## src/hdl/spq_pkg.sv

```systemverilog
// Shared types for the strict priority queue with cancel.
// Operation codes, sequencer states and the command and result words.
// Used by spq_seq and strict_priority_queue_with_cancel.
`default_nettype none

package spq_pkg;

	localparam int QUEUE_DEPTH_DEF     = 16;
	localparam int PRIORITY_LEVELS_DEF = 3;
	localparam int PAYLOAD_BITS_DEF    = 32;

	typedef enum logic [1:0] {
		OP_ENQ    = 2'd0,
		OP_DEQ    = 2'd1,
		OP_CANCEL = 2'd2,
		OP_NONE   = 2'd3
	} op_t;

	typedef enum logic [2:0] {
		ST_IDLE,
		ST_ENQ,
		ST_DEQ,
		ST_DEQ_WAIT,
		ST_CAN,
		ST_DONE
	} state_t;

	typedef struct packed {
		op_t         op;
		logic [1:0]  level;
		logic [31:0] payload;
		logic [31:0] cancel_id;
	} cmd_t;

	typedef struct packed {
		logic        ok;
		logic [31:0] entry_id;
		logic [31:0] payload;
		logic [1:0]  level;
		logic [4:0]  depth;
	} res_t;

endpackage

`default_nettype wire

```

## src/hdl/spq_mem.sv

```systemverilog
// Entry store for all priority levels: one write port, one registered read port.
// Depends on nothing else in the project.
`default_nettype none

module spq_mem #(
	parameter int DEPTH = 48,
	parameter int WIDTH = 64
) (
	input  wire logic                     clk,
	input  wire logic                     we,
	input  wire logic [$clog2(DEPTH)-1:0] waddr,
	input  wire logic [WIDTH-1:0]         wdata,
	input  wire logic                     re,
	input  wire logic [$clog2(DEPTH)-1:0] raddr,
	output logic      [WIDTH-1:0]         rdata
);

	logic [WIDTH-1:0] mem_q [DEPTH];

	always_ff @(posedge clk) begin
		if (we) begin
			mem_q[waddr] <= wdata;
		end
	end

	always_ff @(posedge clk) begin
		if (re) begin
			rdata <= mem_q[raddr];
		end
	end

endmodule

`default_nettype wire

```

## src/hdl/spq_seq.sv

```systemverilog
// Sequencer of the priority queue: per-level ring pointers, id counter and the
// one-entry-per-cycle walk over the entry store. Depends on spq_pkg, spq_mem.
`default_nettype none

module spq_seq
	import spq_pkg::*;
#(
	parameter int QUEUE_DEPTH     = QUEUE_DEPTH_DEF,
	parameter int PRIORITY_LEVELS = PRIORITY_LEVELS_DEF,
	parameter int PAYLOAD_BITS    = PAYLOAD_BITS_DEF
) (
	input  wire logic clk,
	input  wire logic arst_n,
	input  wire logic start,
	input  wire cmd_t cmd,
	output logic      idle,
	output logic      done,
	input  wire logic ack,
	output res_t      res
);

	localparam int LW = $clog2(PRIORITY_LEVELS);
	localparam int OW = $clog2(QUEUE_DEPTH);
	localparam int CW = $clog2(QUEUE_DEPTH + 1);
	localparam int SLOTS = PRIORITY_LEVELS * QUEUE_DEPTH;
	localparam int AW = $clog2(SLOTS);
	localparam int MW = 32 + PAYLOAD_BITS;
	localparam logic [3:0] LVL_LIMIT = 4'(PRIORITY_LEVELS);
	localparam logic [LW-1:0] LVL_LAST = LW'(PRIORITY_LEVELS - 1);
	localparam logic [OW-1:0] OFF_LAST = OW'(QUEUE_DEPTH - 1);
	localparam logic [CW-1:0] CNT_FULL = CW'(QUEUE_DEPTH);
	localparam logic [CW:0] SUM_WRAP = (CW + 1)'(QUEUE_DEPTH);

	state_t state_q, state_d;
	cmd_t   cmd_q;

	logic [OW-1:0] head_q [PRIORITY_LEVELS];
	logic [CW-1:0] count_q [PRIORITY_LEVELS];
	logic [31:0]   next_id_q;

	logic [LW-1:0] lv_q;
	logic [OW-1:0] rd_off_q, wr_off_q;
	logic [CW-1:0] rcnt_q, wcnt_q;
	logic          pend_q;

	logic                    res_ok_q;
	logic [31:0]             res_rid_q;
	logic [PAYLOAD_BITS-1:0] res_pay_q;
	logic [LW-1:0]           res_lvl_q;

	logic          we, re;
	logic [AW-1:0] waddr, raddr;
	logic [MW-1:0] wdata, rdata;

	logic          lvl_ok, full, enq_go;
	logic [LW-1:0] lidx;
	logic          any;
	logic [LW-1:0] sel;
	logic          issue, match, keep, lvl_end;

	function automatic logic [OW-1:0] inc_off(input logic [OW-1:0] x);
		return (x == OFF_LAST) ? '0 : x + 1'b1;
	endfunction

	function automatic logic [OW-1:0] add_off(input logic [OW-1:0] a, input logic [CW-1:0] b);
		logic [CW:0] s;
		s = (CW + 1)'(a) + (CW + 1)'(b);
		if (s >= SUM_WRAP) begin
			s = s - SUM_WRAP;
		end
		return OW'(s);
	endfunction

	function automatic logic [AW-1:0] slot(input logic [LW-1:0] lv, input logic [OW-1:0] off);
		return AW'(lv) * AW'(QUEUE_DEPTH) + AW'(off);
	endfunction

	spq_mem #(
		.DEPTH(SLOTS),
		.WIDTH(MW)
	) u_mem (
		.clk  (clk),
		.we   (we),
		.waddr(waddr),
		.wdata(wdata),
		.re   (re),
		.raddr(raddr),
		.rdata(rdata)
	);

	// Level decode of the latched command; an out-of-range level points at level 0
	// but is never acted on.
	assign lvl_ok = {2'b00, cmd_q.level} < LVL_LIMIT;
	assign lidx   = lvl_ok ? LW'(cmd_q.level) : '0;
	assign full   = count_q[lidx] == CNT_FULL;
	assign enq_go = lvl_ok && !full;

	// Lowest-numbered non-empty level for a dequeue.
	always_comb begin
		any = 1'b0;
		sel = '0;
		for (int l = PRIORITY_LEVELS - 1; l >= 0; l--) begin
			if (count_q[l] != '0) begin
				any = 1'b1;
				sel = LW'(l);
			end
		end
	end

	// Compaction walk: each read's compare and write-back happen in the cycle after it is issued.
	assign issue   = rcnt_q != count_q[lv_q];
	assign match   = pend_q && (rdata[MW-1 -: 32] == cmd_q.cancel_id);
	assign keep    = pend_q && !match;
	assign lvl_end = !issue && !pend_q;

	always_comb begin
		state_d = state_q;
		case (state_q)
			ST_IDLE: begin
				if (start) begin
					case (cmd.op)
						OP_ENQ:    state_d = ST_ENQ;
						OP_DEQ:    state_d = ST_DEQ;
						OP_CANCEL: state_d = ST_CAN;
						default:   state_d = ST_DONE;
					endcase
				end
			end
			ST_ENQ:      state_d = ST_DONE;
			ST_DEQ:      state_d = any ? ST_DEQ_WAIT : ST_DONE;
			ST_DEQ_WAIT: state_d = ST_DONE;
			ST_CAN: begin
				if (lvl_end && lv_q == LVL_LAST) begin
					state_d = ST_DONE;
				end
			end
			ST_DONE: begin
				if (ack) begin
					state_d = ST_IDLE;
				end
			end
			default: state_d = ST_IDLE;
		endcase
	end

	always_comb begin
		we    = 1'b0;
		re    = 1'b0;
		waddr = '0;
		raddr = '0;
		wdata = rdata;
		idle  = 1'b0;
		done  = 1'b0;
		case (state_q)
			ST_IDLE: idle = 1'b1;
			ST_ENQ: begin
				we    = enq_go;
				waddr = slot(lidx, add_off(head_q[lidx], count_q[lidx]));
				wdata = {next_id_q, PAYLOAD_BITS'(cmd_q.payload)};
			end
			ST_DEQ: begin
				re    = any;
				raddr = slot(sel, head_q[sel]);
			end
			ST_CAN: begin
				re    = issue;
				raddr = slot(lv_q, rd_off_q);
				we    = keep;
				waddr = slot(lv_q, wr_off_q);
			end
			ST_DONE: done = 1'b1;
			default: ;
		endcase
	end

	always_ff @(posedge clk or negedge arst_n) begin
		if (!arst_n) begin
			state_q   <= ST_IDLE;
			next_id_q <= '0;
			lv_q      <= '0;
			rd_off_q  <= '0;
			wr_off_q  <= '0;
			rcnt_q    <= '0;
			wcnt_q    <= '0;
			pend_q    <= 1'b0;
			for (int l = 0; l < PRIORITY_LEVELS; l++) begin
				head_q[l]  <= '0;
				count_q[l] <= '0;
			end
		end else begin
			state_q <= state_d;
			case (state_q)
				ST_IDLE: begin
					lv_q     <= '0;
					rd_off_q <= head_q[0];
					wr_off_q <= head_q[0];
					rcnt_q   <= '0;
					wcnt_q   <= '0;
					pend_q   <= 1'b0;
				end
				ST_ENQ: begin
					next_id_q <= next_id_q + 32'd1;
					if (enq_go) begin
						count_q[lidx] <= count_q[lidx] + 1'b1;
					end
				end
				ST_DEQ: begin
					if (any) begin
						head_q[sel]  <= inc_off(head_q[sel]);
						count_q[sel] <= count_q[sel] - 1'b1;
					end
				end
				ST_CAN: begin
					pend_q <= issue;
					if (issue) begin
						rd_off_q <= inc_off(rd_off_q);
						rcnt_q   <= rcnt_q + 1'b1;
					end
					if (keep) begin
						wr_off_q <= inc_off(wr_off_q);
						wcnt_q   <= wcnt_q + 1'b1;
					end
					if (lvl_end) begin
						count_q[lv_q] <= wcnt_q;
						if (lv_q != LVL_LAST) begin
							lv_q     <= lv_q + 1'b1;
							rd_off_q <= head_q[lv_q + 1'b1];
							wr_off_q <= head_q[lv_q + 1'b1];
							rcnt_q   <= '0;
							wcnt_q   <= '0;
						end
					end
				end
				default: ;
			endcase
		end
	end

	// Result fields; they carry no reset since done qualifies them.
	always_ff @(posedge clk) begin
		case (state_q)
			ST_IDLE: begin
				if (start) begin
					cmd_q     <= cmd;
					res_ok_q  <= 1'b0;
					res_rid_q <= '0;
					res_pay_q <= '0;
					res_lvl_q <= '0;
				end
			end
			ST_ENQ: begin
				res_rid_q <= next_id_q;
				res_ok_q  <= enq_go;
			end
			ST_DEQ: begin
				if (any) begin
					res_ok_q  <= 1'b1;
					res_lvl_q <= sel;
				end
			end
			ST_DEQ_WAIT: begin
				res_rid_q <= rdata[MW-1 -: 32];
				res_pay_q <= rdata[PAYLOAD_BITS-1:0];
			end
			ST_CAN: begin
				if (match) begin
					res_ok_q <= 1'b1;
				end
			end
			default: ;
		endcase
	end

	always_comb begin
		res.ok       = res_ok_q;
		res.entry_id = res_rid_q;
		res.payload  = 32'(res_pay_q);
		res.level    = 2'(res_lvl_q);
		res.depth    = lvl_ok ? 5'(count_q[lidx]) : 5'd0;
	end

endmodule

`default_nettype wire

```

## src/hdl/strict_priority_queue_with_cancel.sv

```systemverilog
// Strict priority queue with cancel by id: top level with the input and output handshakes.
// Enqueue writes one entry when its level is valid and not full; dequeue reads the head of the
// lowest-numbered non-empty level; an unknown op goes straight to the result; cancel walks every
// level in turn, reading its entries one after another and keeping those whose id differs.
// One word is in work at a time; a finished result waits in the output register while the next
// is accepted, and the sequencer stalls only when that register is full.
// Reset (arst_n low) empties all levels and restarts ids at zero; the store needs no clearing.
`default_nettype none

module strict_priority_queue_with_cancel
	import spq_pkg::*;
#(
	parameter int QUEUE_DEPTH     = QUEUE_DEPTH_DEF,
	parameter int PRIORITY_LEVELS = PRIORITY_LEVELS_DEF,
	parameter int PAYLOAD_BITS    = PAYLOAD_BITS_DEF
) (
	input  wire logic        clk,
	input  wire logic        arst_n,
	input  wire logic        in_valid,
	output logic             in_ready,
	input  wire logic [1:0]  op,
	input  wire logic [1:0]  priority_req,
	input  wire logic [31:0] payload,
	input  wire logic [31:0] cancel_id,
	output logic             out_valid,
	input  wire logic        out_ready,
	output logic             ok,
	output logic [31:0]      entry_id,
	output logic [31:0]      payload_out,
	output logic [1:0]       level_out,
	output logic [4:0]       level_depth
);

	logic seq_idle, seq_done, start, ack;
	cmd_t cmd;
	res_t res;
	res_t out_q;
	logic out_valid_q;

	// The sequencer takes a new word only when it has handed the previous result
	// to the output register, so in_ready follows its idle state.
	assign in_ready = seq_idle;
	assign start    = in_valid && in_ready;

	always_comb begin
		cmd.op        = op_t'(op);
		cmd.level     = priority_req;
		cmd.payload   = payload;
		cmd.cancel_id = cancel_id;
	end

	spq_seq #(
		.QUEUE_DEPTH    (QUEUE_DEPTH),
		.PRIORITY_LEVELS(PRIORITY_LEVELS),
		.PAYLOAD_BITS   (PAYLOAD_BITS)
	) u_seq (
		.clk   (clk),
		.arst_n(arst_n),
		.start (start),
		.cmd   (cmd),
		.idle  (seq_idle),
		.done  (seq_done),
		.ack   (ack),
		.res   (res)
	);

	// The result moves into the output register when that register is empty or
	// is being emptied in the same cycle.
	assign ack = seq_done && (!out_valid_q || out_ready);

	always_ff @(posedge clk or negedge arst_n) begin
		if (!arst_n) begin
			out_valid_q <= 1'b0;
		end else if (ack) begin
			out_valid_q <= 1'b1;
		end else if (out_ready) begin
			out_valid_q <= 1'b0;
		end
	end

	always_ff @(posedge clk) begin
		if (ack) begin
			out_q <= res;
		end
	end

	assign out_valid   = out_valid_q;
	assign ok          = out_q.ok;
	assign entry_id    = out_q.entry_id;
	assign payload_out = out_q.payload;
	assign level_out   = out_q.level;
	assign level_depth = out_q.depth;

endmodule

`default_nettype wire
```

## config.mk

```make
export PLATFORM = sky130hd
export DESIGN_NAME = strict_priority_queue_with_cancel
export DESIGN_NICKNAME = d
export VERILOG_FILES = /design/src/hdl/spq_pkg.sv /design/src/hdl/spq_mem.sv /design/src/hdl/spq_seq.sv /design/src/hdl/strict_priority_queue_with_cancel.sv
export SDC_FILE = /design/constraint.sdc
export NUM_CORES = 2
export LEC_CHECK = 0
export BUFFER_PORTS_ARGS = -buffer_cell sky130_fd_sc_hd__buf_4
export CORE_MARGIN = 4
export CORE_UTILIZATION = 35
export DETAILED_ROUTE_END_ITERATION = 16
export HOLD_SLACK_MARGIN = 0.15
export MAX_ROUTING_LAYER = met4
export PLACE_DENSITY = 0.54
export SETUP_SLACK_MARGIN = 0.15
export SLEW_MARGIN = 20
export SYNTH_ARGS = -nofsm -noshare
export SYNTH_HDL_FRONTEND = slang
export SYNTH_SLANG_ARGS = --single-unit
```

## constraint.sdc

```tcl
create_clock -name clk -period 8 [get_ports clk]
set_input_delay 0.8 -clock clk [delete_from_list [all_inputs] [get_ports clk]]
set_output_delay 0.8 -clock clk [all_outputs]
set_load 0.1 [all_outputs]
```

After elaboration in Yosys (flattened, before gate mapping)
Memories as Yosys holds them, arrays and structs flattened. A register that Yosys moved wholly into a read port is not among the register bits. Index checks and enable logic that the tools add are counted.

Memories kept: 1. Bits in registers: 289. RAM bits: 3072. Output and inout port bits: 74. Bits of input ports: 72. Logic and storage cells: 210.

Memory list: u_seq.u_mem.mem_q (depth 48, width 64, rd ports 1, clocked after memory_dff 1, wr ports 1, line spq_mem.sv:18) `logic [WIDTH-1:0] mem_q [DEPTH];`.

$add $sub $neg: 15. Reductions and logical operators: 38. Equality and inequality tests: 23. Bitwise logic cells: 4. Mux-type cells: 93. Order comparisons: 9.

Operator list (count): 32-bit one-hot mux with 3 select lines (1); 5-bit two-way mux (15); 4-bit two-way mux (18); 64-bit two-way mux (1); 32-bit one-hot mux with 2 select lines (1); 15-bit bitwise mux (3); 15-bit two-way mux (3); 15-bit one-hot mux with 3 select lines (1); 32-bit by 1-bit adder with 32-bit output (second input constant) (1); 32-bit equality test (1); 32-bit two-way mux (1); 5-bit binary-select mux with 2-bit select (3); 5-bit demux with 2-bit select (3); 6-bit by 4-bit adder with 6-bit output (4); 4-bit binary-select mux with 2-bit select (3); 6-bit one-hot mux with 2 select lines (2); 5-bit one-hot mux with 2 select lines (2); 2-bit two-way mux (8); 4-bit one-hot mux with 2 select lines (2); 5-bit by 1-bit adder with 5-bit output (second input constant) (3); 3-bit one-hot mux with 5 select lines (1); 5-bit nonzero test (3); 4-bit by 1-bit adder with 4-bit output (second input constant) (3); 12-bit bitwise mux (1); other kinds (38) (98).

Depth between registers and ports, before layout
Depth after elaboration: 12. Mapped depth: 16. Gate-level depth less buffers: 14.

Hierarchy
Synthesis repeated with hierarchy kept, for this count alone.

Cell total of the unflattened synthesis: 6372. Area total of the unflattened synthesis: 133062.6 um2.

Modules (own cells, without submodules): spq_mem (seq. area each 94170.3 um2, instances 1, area an instance 119151.8 um2, cells an instance 5158); spq_seq (seq. area each 6070.8 um2, instances 1, area an instance 11698.7 um2, cells an instance 1137); strict_priority_queue_with_cancel (seq. area each 2187.1 um2, instances 1, area an instance 2212.1 um2, cells an instance 77).

Worst setup path after synthesis
Ideal clock, no wire load.

Kind: reg-to-reg. Start point: reg u_seq.state_q[2]. End point: reg out_q, in the netlist entry_id[0] (enable). Period minus slack after synthesis: 7.064 ns. Path buffers: 3. Library setup time: 0.606 ns. Required time: 7.394 ns. Stages on the path, launching flop included: 6. Arrival time: 6.459 ns. Path slack: 0.936 ns. Cells stage by stage: dfrtp_1 > clkbuf_1 > clkbuf_1 > clkbuf_1 > nand2_1 > nor3b_1.

Word-level cells in the longest chain between the ends: 3.

RTL lines: start: declaration (line spq_seq.sv:34) `state_t state_q, state_d;`; start signal: assignment (line spq_seq.sv:191) `state_q <= state_d;`; 3-bit equality test (line spq_seq.sv:154) `case (state_q)`; 1-bit two-way mux (line spq_seq.sv:154); 1-bit logical AND (line strict_priority_queue_with_cancel.sv:69) `assign ack = seq_done && (!out_valid_q || out_ready);`; via ack (line strict_priority_queue_with_cancel.sv:34) `logic seq_idle, seq_done, start, ack;`; end signal: assignment (line strict_priority_queue_with_cancel.sv:83) `out_q <= res;`; end: declaration (line strict_priority_queue_with_cancel.sv:37) `res_t out_q;`.

The timed path passes the listed nets, and every way through them passes these cells. A chain may end at the register's enable or synchronous reset.

Worst setup path after layout
Start point: reg u_seq.cmd_q[64] in the netlist's numbering. End point: mem u_seq.u_mem.mem_q[19][40] (enable).

Word-level cells in the longest chain between the ends: 12. Elaborated cells between the ends (all ways): 22. Those cells by class: add/sub (3); order compare (2); eq/ne (1); mux (13); bitwise (1); reduce/logical (2).

RTL lines: start: declaration (line spq_seq.sv:35) `cmd_t cmd_q;`; start signal: assignment (line spq_seq.sv:244) `cmd_q <= cmd;`; 2-bit less-than comparator (line spq_seq.sv:93) `assign lvl_ok = {2'b00, cmd_q.level} < LVL_LIMIT;`; 2-bit two-way mux (line spq_seq.sv:94) `assign lidx = lvl_ok ? LW'(cmd_q.level) : '0;`; 2-bit NOT with 3-bit output (not written as such) (line spq_seq.sv:95, spq_seq.sv:158); 4-bit binary-select mux with 2-bit select or 5-bit binary-select mux with 2-bit select (tied branches) (line spq_seq.sv:158, spq_seq.sv:95); 4-bit two-way mux (not written as such) or 5-bit two-way mux (tied branches) (2 in series) (line spq_seq.sv:158, spq_seq.sv:95); 4-bit by 5-bit adder with 6-bit output or 5-bit equality test (tied branches) (line spq_seq.sv:67, spq_seq.sv:95); 6-bit by 5-bit greater-or-equal comparator with 1-bit output, or another cell as far along (line spq_seq.sv:68) `if (s >= SUM_WRAP) begin`; 4-bit two-way mux or 1-bit logical AND (tied branches) (line spq_seq.sv:68, spq_seq.sv:96); 4-bit two-way mux or 1-bit one-hot mux with 2 select lines (tied branches) (line spq_seq.sv:154); 6-bit by 4-bit adder with 6-bit output or 1-bit two-way mux (tied branches) (line spq_seq.sv:75, spq_mem.sv:21); 6-bit one-hot mux with 2 select lines or 1-bit two-way mux (tied branches) (line spq_seq.sv:154, spq_mem.sv:22); end: declaration (line spq_mem.sv:18).

Several ways; a longest one is shown, not always the timed one. The select of a mux whose other input is x is not followed.

==> out/qor.yml <==
synthesis:
  synth_area_leaders: "edfxtp_1 (76%), mux4_2 (10%), nand2_1 (2.7%), dfrtp_1 (1.6%), nand3_1 (1.4%)"
  ys_seq_area_frac: 0.772
  synth_top_area_cell: "edfxtp_1"
  synth_seq_cells: 3425
  async_flop_share: 0.0245
  syn-num-nets: 7180
  synth_edf_count: 3341
  postSynthAreaPerCell_um2: 18.7
  synth_warnings: 0
  synthFlopType: "edfxtp_1"
  synth_cell_types: 67
  syn_inst: 7085
  syn_area_um2: 133000
  synth_top_area_frac: 0.756
placed_design:
  placed_cell_area_um2: 141000
  dp.cells: 12000
  pre_cts_ws_ns: 1.61
  hpwl_mm: 240
  gp_congestion: 0.877
  numPortBuffers: 145
sta:
  finalHoldWorstSlack_ns: 0.206
  max_freq_mhz: 153
  maxSlewViolCount: 0
  rsz0062_at_grt: "no"
  tns_ns: 0
  period_share: 0.815
  finalHoldViolations: 0
  fin_worst_skew_ns: 0.0705
  worst_slew_pin_slew_ns: 1.24
  relSlewSlack: 0.169
  final.setup.worst_slack_ns: 1.48
  period_needed_ns: 6.52
  finalSetupViolCount: 0
critical_path:
  crit_path_max_fanout: 26
  cp-end-kind: "register"
  r2r-start: "u_seq.cmd_q[64]"
  arrival_ns: 7.07
  reg2reg_depth: 14
  path_class: "reg2reg"
  crit_slowest_cell: "nor2_4"
  crit_chain: "inv_1 > ha_1 > nor2b_1 > nand2_1 > o21ai_1 > ha_1 > maj3_1 > a21oi_1 > xnor2_1 > a22oi_1 > nand2_1 > nor2_4 > buf_4 > buf_4"
  start_kind: "register"
  cp_slowest_stage_delay_ns: 0.98
  crit_required_ns: 8.55
  r2r_end: "u_seq.u_mem.mem_q[19][40]"
  r2r_slack_ns: 1.48
cts:
  clk_path_buf_depth: 4
  clock_sinks: 3425
  htree_levels: 5
  clkTransAtPathRegs_ns: 0.06
  post_cts_buffers: 0
  cts_tree: "yes"
  cts_root_buffer: "clkbuf_16"
  clock_latency_ns: 0.95
  tritoncts.num_buffers: 357
drt:
  drt_iter0_markers: 9675
  viasPerCell: 5.65
  wire_per_inst_um: 32.7
  drtAntennaViolNets: 0
  drc: 0
  num_vias: 72200
  drt-total-wl_mm: 418
  drt_first_pass_iters: 8
floorplan:
  die_height_um: 624
  die_x_um: 624
  dieArea_um2: 389000
  rows: 225
  floorplan.initialDensity: 0.352
  core_um2: 377000
  ios: 146
outcome:
  status: "completed"
grt:
  antenna_found_initial: 25
  grt_usage: 0.216
  first_global_vias: 71000
  grt_overflow: 0
  grt_first_pass_wirelength_mm: 579
  grt_max_degree: 145
layout:
  synthToLayoutAreaGrowth_pct: 15.4
  final_area_um2: 153000
  finalNonFillerCells: 12800
  drive_above_1_share: 0.206
  nets: 7545
  layout_common_cells: "edfxtp_1 (3341), nand2_1 (905), mux4_2 (606)"
  final_util: 0.406
  final_common_cell: "edfxtp_1"
hold_path:
  hold_end: "u_seq.cmd_q[15]"
  min_from: "cancel_id[15]"
  holdPathStages: 1
  holdCritPathClass: "in2reg"
power_and_ir_drop:
  finalPower_mw: 60.1
  cellPowerDensity_nw_per_um2: 393
  leakagePower_nw: 49.2
  vdd_drop_max_mv: 0.347
job:
  maxCapViolCount: 0
-- worst max-delay path, delay by kind of cell (launching register included) --
kind | cells | cell delay (ns)
simple gates | 4 | 2.37
xor+xnor | 1 | 0.14
compound gates | 3 | 1.00
flops | 1 | 0.46
buf+inv | 3 | 1.20
fa+ha+maj | 3 | 0.87
-- registers in the layout, indices dropped and copies added (netlist names) --
| name | flops |
|---|---|
| u_seq.u_mem.mem_q | 3072 |
| entry_id | 32 |
| ok | 1 |
| u_seq.state_q | 3 |
| payload_out | 32 |
| u_seq.cmd_q | 66 |
| u_seq.u_mem.rdata | 64 |
| u_seq.res_ok_q | 1 |
| u_seq.next_id_q | 32 |
| u_seq.count_q | 15 |
| u_seq.head_q | 12 |
| u_seq.pend_q | 1 |
| u_seq.res_rid_q | 32 |
| u_seq.lv_q | 2 |
| level_depth | 5 |
| u_seq.res_lvl_q | 2 |
| u_seq.wr_off_q | 4 |
| out_valid | 1 |
| u_seq.rd_off_q | 4 |
| u_seq.res_pay_q | 32 |
| u_seq.rcnt_q | 5 |
| level_out | 2 |
| u_seq.wcnt_q | 5 |
-- Yosys cell counts, types with 5 or more instances --
| cell | count |
|---|---|
| or2_2 | 6 |
| a211o_1 | 22 |
| nor2_1 | 113 |
| dfrtp_1 | 84 |
| nand4_1 | 22 |
| o32ai_1 | 21 |
| buf_1 | 54 |
| a2bb2oi_1 | 5 |
| a31oi_1 | 12 |
| mux4_2 | 606 |
| o41ai_1 | 13 |
| a22o_1 | 39 |
| a211oi_1 | 46 |
| and3_1 | 43 |
| a21oi_1 | 165 |
| xnor2_1 | 62 |
| o22a_1 | 5 |
| o22ai_1 | 51 |
| a311o_1 | 12 |
| a311oi_1 | 6 |
| o21ai_0 | 115 |
| a22oi_1 | 114 |
| buf_4 | 12 |
| and2_1 | 41 |
| inv_1 | 24 |
| xor2_1 | 22 |
| buf_6 | 16 |
| mux2i_1 | 181 |
| a21o_1 | 5 |
| nand2_1 | 960 |
| buf_2 | 85 |
| clkbuf_1 | 226 |
| o221ai_1 | 23 |
| o2bb2ai_1 | 6 |
| nand2b_1 | 7 |
| nand3_1 | 384 |
| o21ai_1 | 5 |
| o211ai_1 | 27 |
| ha_1 | 23 |
| nor2b_1 | 9 |
| mux2_2 | 6 |
| nor3_1 | 16 |
| edfxtp_1 | 3341 |
-- per-layer routing --
layer | track usage | up-vias | wire [um]
met1 | 0.293 | 39100 | 173000
met5 | - | - | 0
met4 | 0.0676 | 0 | 14900
li1 | - | 29300 | -
met3 | 0.0332 | 574 | 31200
met2 | 0.337 | 3293 | 200000
-- logic make-up after synthesis --
group,share of synthesized area
xor gates and xnor gates,0.00555
and+or+nand+nor,0.0528
buffers and inverters,0.0138
muxes,0.117
AOI/OAI and AO/OA,0.0364
DFF,0.772
adders and majority gates,0.00224
-- area by class of cell --
type | instances | area [um2]
Multi-Input combinational cell | 3243 | 29200
Sequential cell | 3425 | 102000
Clock buffer | 439 | 9330
Tap cell | 4994 | 6250
Clock inverter | 217 | 2170
Antenna cell | 43 | 108
Timing Repair Buffer | 399 | 3480
Fill cell | 33400 | 224000
Inverter | 24 | 95.1
-- repair_timing --
action,4_1_cts,5_1_grt
hold buffers,64,1
endpoints found under the hold margin,95,1
gates resized for setup,0,0
-- how the worst max path moves through the flow --
stage / from / to / slack [ns] / depth (start not counted)
final: u_seq.cmd_q[64] / u_seq.u_mem.mem_q[19][40] / 1.48 / 14
after global placement: u_seq.cmd_q[64] / u_seq.u_mem.mem_q[17][34] / 1.44 / 14
after detailed placement: u_seq.cmd_q[64] / u_seq.u_mem.mem_q[19][46] / 1.61 / 14
after floorplan: u_seq.state_q[2] / entry_id[0] / 0.94 / 5
after global routing: u_seq.cmd_q[64] / u_seq.u_mem.mem_q[19][17] / 1.28 / 14
after CTS: u_seq.cmd_q[64] / u_seq.u_mem.mem_q[17][61] / 1.59 / 14
-- report_power, final --
part / leakage (nW) / switching, mW / internal [mW]
sequential: 31.3 / 0.603 / 24.1
combinational: 12.3 / 13.6 / 5.44
clock: 5.60 / 7.07 / 9.39
Note: power is estimated with default switching activity, not from simulation.
